==> config.mk <==
export PLATFORM = sky130hd
export DESIGN_NAME = cpc_line_store
export DESIGN_NICKNAME = d
export VERILOG_FILES = /design/src/sv/cpc_line_store.sv
export SDC_FILE = /design/constraint.sdc
export NUM_CORES = 2
export LEC_CHECK = 0
export ABC_AREA = 0
export BUFFER_PORTS_ARGS = -buffer_cell sky130_fd_sc_hd__buf_4
export CAP_MARGIN = 0
export CELL_PAD_IN_SITES_DETAIL_PLACEMENT = 0
export CELL_PAD_IN_SITES_GLOBAL_PLACEMENT = 1
export CORE_MARGIN = 2
export CORE_UTILIZATION = 42
export DETAILED_ROUTE_END_ITERATION = 16
export GPL_TIMING_DRIVEN = 0
export PLACE_DENSITY_LB_ADDON = 0.1
export SETUP_SLACK_MARGIN = 0.05
export SLEW_MARGIN = 20
export SYNTH_ARGS = -nofsm -noshare
export SYNTH_HDL_FRONTEND = slang
export SYNTH_SLANG_ARGS = --single-unit
==> constraint.sdc <==
create_clock -name clk -period 2.6 [get_ports clk]
set_input_delay 0.52 -clock clk [delete_from_list [all_inputs] [get_ports clk]]
set_output_delay 0.52 -clock clk [all_outputs]
set_load 0.02 [all_outputs]
==> src/sv/cpc_line_store.sv <==
// ----------------------------------------------------------------------------
// cpc_line_store: one-row line store with write-to-read forwarding
// Synchronous memory, one write and one read port, registered read data.
// A write in the same cycle as a read of the same entry is forwarded.
// ----------------------------------------------------------------------------
module cpc_line_store #(
	parameter int DATA_W = 8,
	parameter int DEPTH  = 512
) (
	input  logic                     clk,
	input  logic                     arst_n,
	input  logic                     rd_en,
	input  logic [$clog2(DEPTH)-1:0] rd_addr,
	output logic [DATA_W-1:0]        rd_data,
	input  logic                     wr_en,
	input  logic [$clog2(DEPTH)-1:0] wr_addr,
	input  logic [DATA_W-1:0]        wr_data
);

	logic [DATA_W-1:0] mem [DEPTH];
	logic [DATA_W-1:0] rd_q;
	logic [DATA_W-1:0] byp_data_q;
	logic              byp_valid_q;

	// memory array write and registered read
	always_ff @(posedge clk) begin
		if (wr_en) begin
			mem[wr_addr] <= wr_data;
		end
		if (rd_en) begin
			rd_q <= mem[rd_addr];
		end
	end

	// capture a colliding write for the read in flight
	always_ff @(posedge clk or negedge arst_n) begin
		if (!arst_n) begin
			byp_valid_q <= 1'b0;
		end else if (rd_en) begin
			byp_valid_q <= wr_en && (wr_addr == rd_addr);
		end
	end

	always_ff @(posedge clk) begin
		if (rd_en) begin
			byp_data_q <= wr_data;
		end
	end

	assign rd_data = byp_valid_q ? byp_data_q : rd_q;

endmodule

==> impl_metrics.toml <==
[yosys]
synth_edf_count = 4112
synthCells = 8070
ys_ff_latch = 4113
syn_nets = 8100
ys_seq_area_share_pct = 77.0
netlist_area_sq_um = 160000
syn_area_per_cell_sq_um = 19.9
ys_warn_count = 0
synth_cell_types = 51
synth-main-ff-cell = "edfxtp_1"
synth-async-reset-ratio_pct = 0.0243

[sta]
fin_crit_sh_pct = 117
relSlewSlack_pct = 5.55
finalMaxSlewViolations = 0
fin_setup_tns_ns = -13.33
clock_skew_ns = 0.0817
rsz0062_at_grt = "yes"
worst_pin_slew_ns = 1.42
period_needed_ns = 3.05
fmax_ghz = 0.327
setup_viol = 297
setup_ws_ns = -0.454
finalHoldViolCount = 0

[global_routing]
grt_pass1_vias = 87000
gr-usage-all-layers_pct = 33.5
grt_overflow = 0
grt_max_degree = 122
grt_first_pass_wirelength_um = 847000
antenna_found_initial = 57

[floorplan]
core_sq_um = 379000
row_count = 226
fp.dieH_um = 622
start_util_pct = 42.2
die_w_um = 622
dieArea_sq_um = 387000
ioPinCount = 38

[run_status]
status = "complete, but fails checks"
violations = "negative setup slack"

[clock_tree]
worstSkewPairLatency_ns = 1.01
h-tree-depth = 5
cts-root-buf = "clkbuf_16"
clkSinkCount = 4113
cts_buffer_depth = 4
cts_tree = "yes"
clkTransAtPathRegs_ns = 0.06
numCtsBuffers = 439

[layout]
syn_to_final_growth_pct = 18.4
finalInstanceArea_sq_um = 190000
layout.cells.most_common = "edfxtp_1"
nNetsFinal = 8767
fin_cells = 14200
final_cell_mix = "4,112 x edfxtp_1, 783 x mux2i_1, 654 x mux4_2, 447 x clkbuf_16, 285 x nor2_2"
drive_above_1_share_pct = 28.4
final_core_util_pct = 50.0

[drt]
drc_errors = 0
wirelength_um = 658000
drt_iter0_markers = 15400
avgViaCountPerCell = 6.50
first_pass_iters = 6
drt-wirelength-per-cell_um = 46.5
ant_nets = 0
vias = 92100

[setup_path]
reg2regPathDepth = 7
cp.required_ns = 3.41
cp-start-kind = "primary input"
cp.arrival_ns = 3.87
reg2reg_from = "mem[143][6]$_DFFE_PP_"
r2r_slack_ns = -0.22
timing.rr.end = "rd_q[6]$_DFFE_PP_"
critPathLaunch = "rd_addr[1]"
endpoint_kind = "flip-flop"
path_class = "primary input to flip-flop"
crit_path_end = "rd_q[2]$_DFFE_PP_"
crit_fanout = 10

[pwr]
power.density_nw_per_um2 = 764
ir_drop_v = 0.000609
leakagePower_nw = 60.1

[placement]
placed_area_sq_um = 171000
dp.cells = 13300
preCtsSetupSlack_ns = -3.23
place_congestion = 1.00
io_buffers = 27
dp_hpwl_um = 472000

[worst_hold_path]
hold_class = "primary input to flip-flop"

[job]
maxCapViolCount = 0
==> synthesized netlist by cell type, drive strengths merged (4+ instances only) <==
master,instances,area (sq um)
nand2,112,420
nor4,38,238
mux2,8,90.1
o2111a,8,90.1
o22ai,164,1030
and3,4,25.0
o41ai,7,61.3
nand2b,4,25.0
buf,253,1800
o31ai,13,97.6
a21oi,194,971
nor3,109,546
or2,5,31.3
a22oi,61,458
and2,20,125
xnor2,5,43.8
or3,6,37.5
nand4,34,213
xor2,4,35.0
a22o,5,43.8
o221ai,372,3260
a211oi,17,128
o21ai,119,596
clkbuf,268,1010
nor2,598,2240
edfxtp,4112,123000
mux2i,797,7980
o311ai,7,61.3
mux4,654,14700
nor3b,8,60.1
nand3,36,180
inv,4,15.0
nor2b,6,37.5
==> through the flow <==
stage,hold WS (ns),power [mW]
6_report,0.134,145
5_1_grt,0.129,148
4_1_cts,0.0816,145
3_5_place_dp,0.298,83.9
3_3_place_gp,0.297,83.6
2_1_floorplan,0.224,78.0
==> cell type report <==
type	count	area [sq um]
Inverter	4	18.8
Buffer	520	4540
Sequential cell	4113	124000
Tap cell	5016	6280
Fill cell	30900	190000
Clock inverter	263	2320
Multi-Input combinational cell	3432	37100
Timing Repair Buffer	227	4280
Clock buffer	544	11500
Antenna cell	44	110
==> worst min-delay path by stage <==
| stage | to | cells after the start | startpoint | slack, ns |
|---|---|---|---|---|
| floorplan | byp_valid_q$_DFFE_PN0P_ | 0 | arst_n | 0.22 |
| global placement | byp_valid_q$_DFFE_PN0P_ | 1 | arst_n | 0.30 |
| finish | byp_valid_q$_DFFE_PN0P_ | 5 | wr_addr[5] | 0.13 |
| CTS | byp_valid_q$_DFFE_PN0P_ | 5 | wr_addr[5] | 0.08 |
| detailed placement | byp_valid_q$_DFFE_PN0P_ | 1 | arst_n | 0.30 |
| global route | byp_valid_q$_DFFE_PN0P_ | 5 | wr_addr[5] | 0.13 |
==> report_power, final <==
group / switching (mW) / leakage [nW] / internal, mW
logic: 7.49 / 16.3 / 2.97
registers: 0.0240 / 37.0 / 73.1
clock network: 26.9 / 6.77 / 34.6
==> per-layer routing <==
metal  wire length (um)  track usage, %  vias to the layer above
met5                 71               0                        -
met1             252000            45.0                    49800
met2             290000            49.4                     5992
met3              74600            9.66                     1203
met4              41600            18.1                       10
li1                   -               -                    35100
==> worst max-delay path, stage by stage <==
cell and delay (ns):
buf_6 0.25, buf_4 0.42, clkbuf_2 0.32, buf_12 0.23, mux4_2 0.30, nor3_1 0.11
nor4_2 0.57, o311ai_1 0.35, nor4_1 0.30, o2111a_2 0.41
==> registers in the layout, summed over array words and instances, names as in the netlist <==
| name | flops |
|---|---|
| byp_data_q | 8 |
| byp_valid_q | 1 |
| mem | 4096 |
| rd_q | 8 |
==> timing repair <==
item | CTS | global route
pin swaps | 21 | 33
hold buffers | 14 | 0
buffers inserted | 9 | 15
endpoints found under the hold margin | 135 | 0
endpoints found under the setup margin | 2810 | 1414
gates resized for setup | 897 | 352
==> kinds of logic after synthesis <==
family          Yosys count  share of synthesized area (%)
mux                    1459                           14.2
flops                  4113                           77.0
buf+inv                 525                           1.76
compound gates          980                           4.30
xor+xnor                  9                         0.0492
simple gates            984                           2.63
Power figures use the tool's default switching activity.
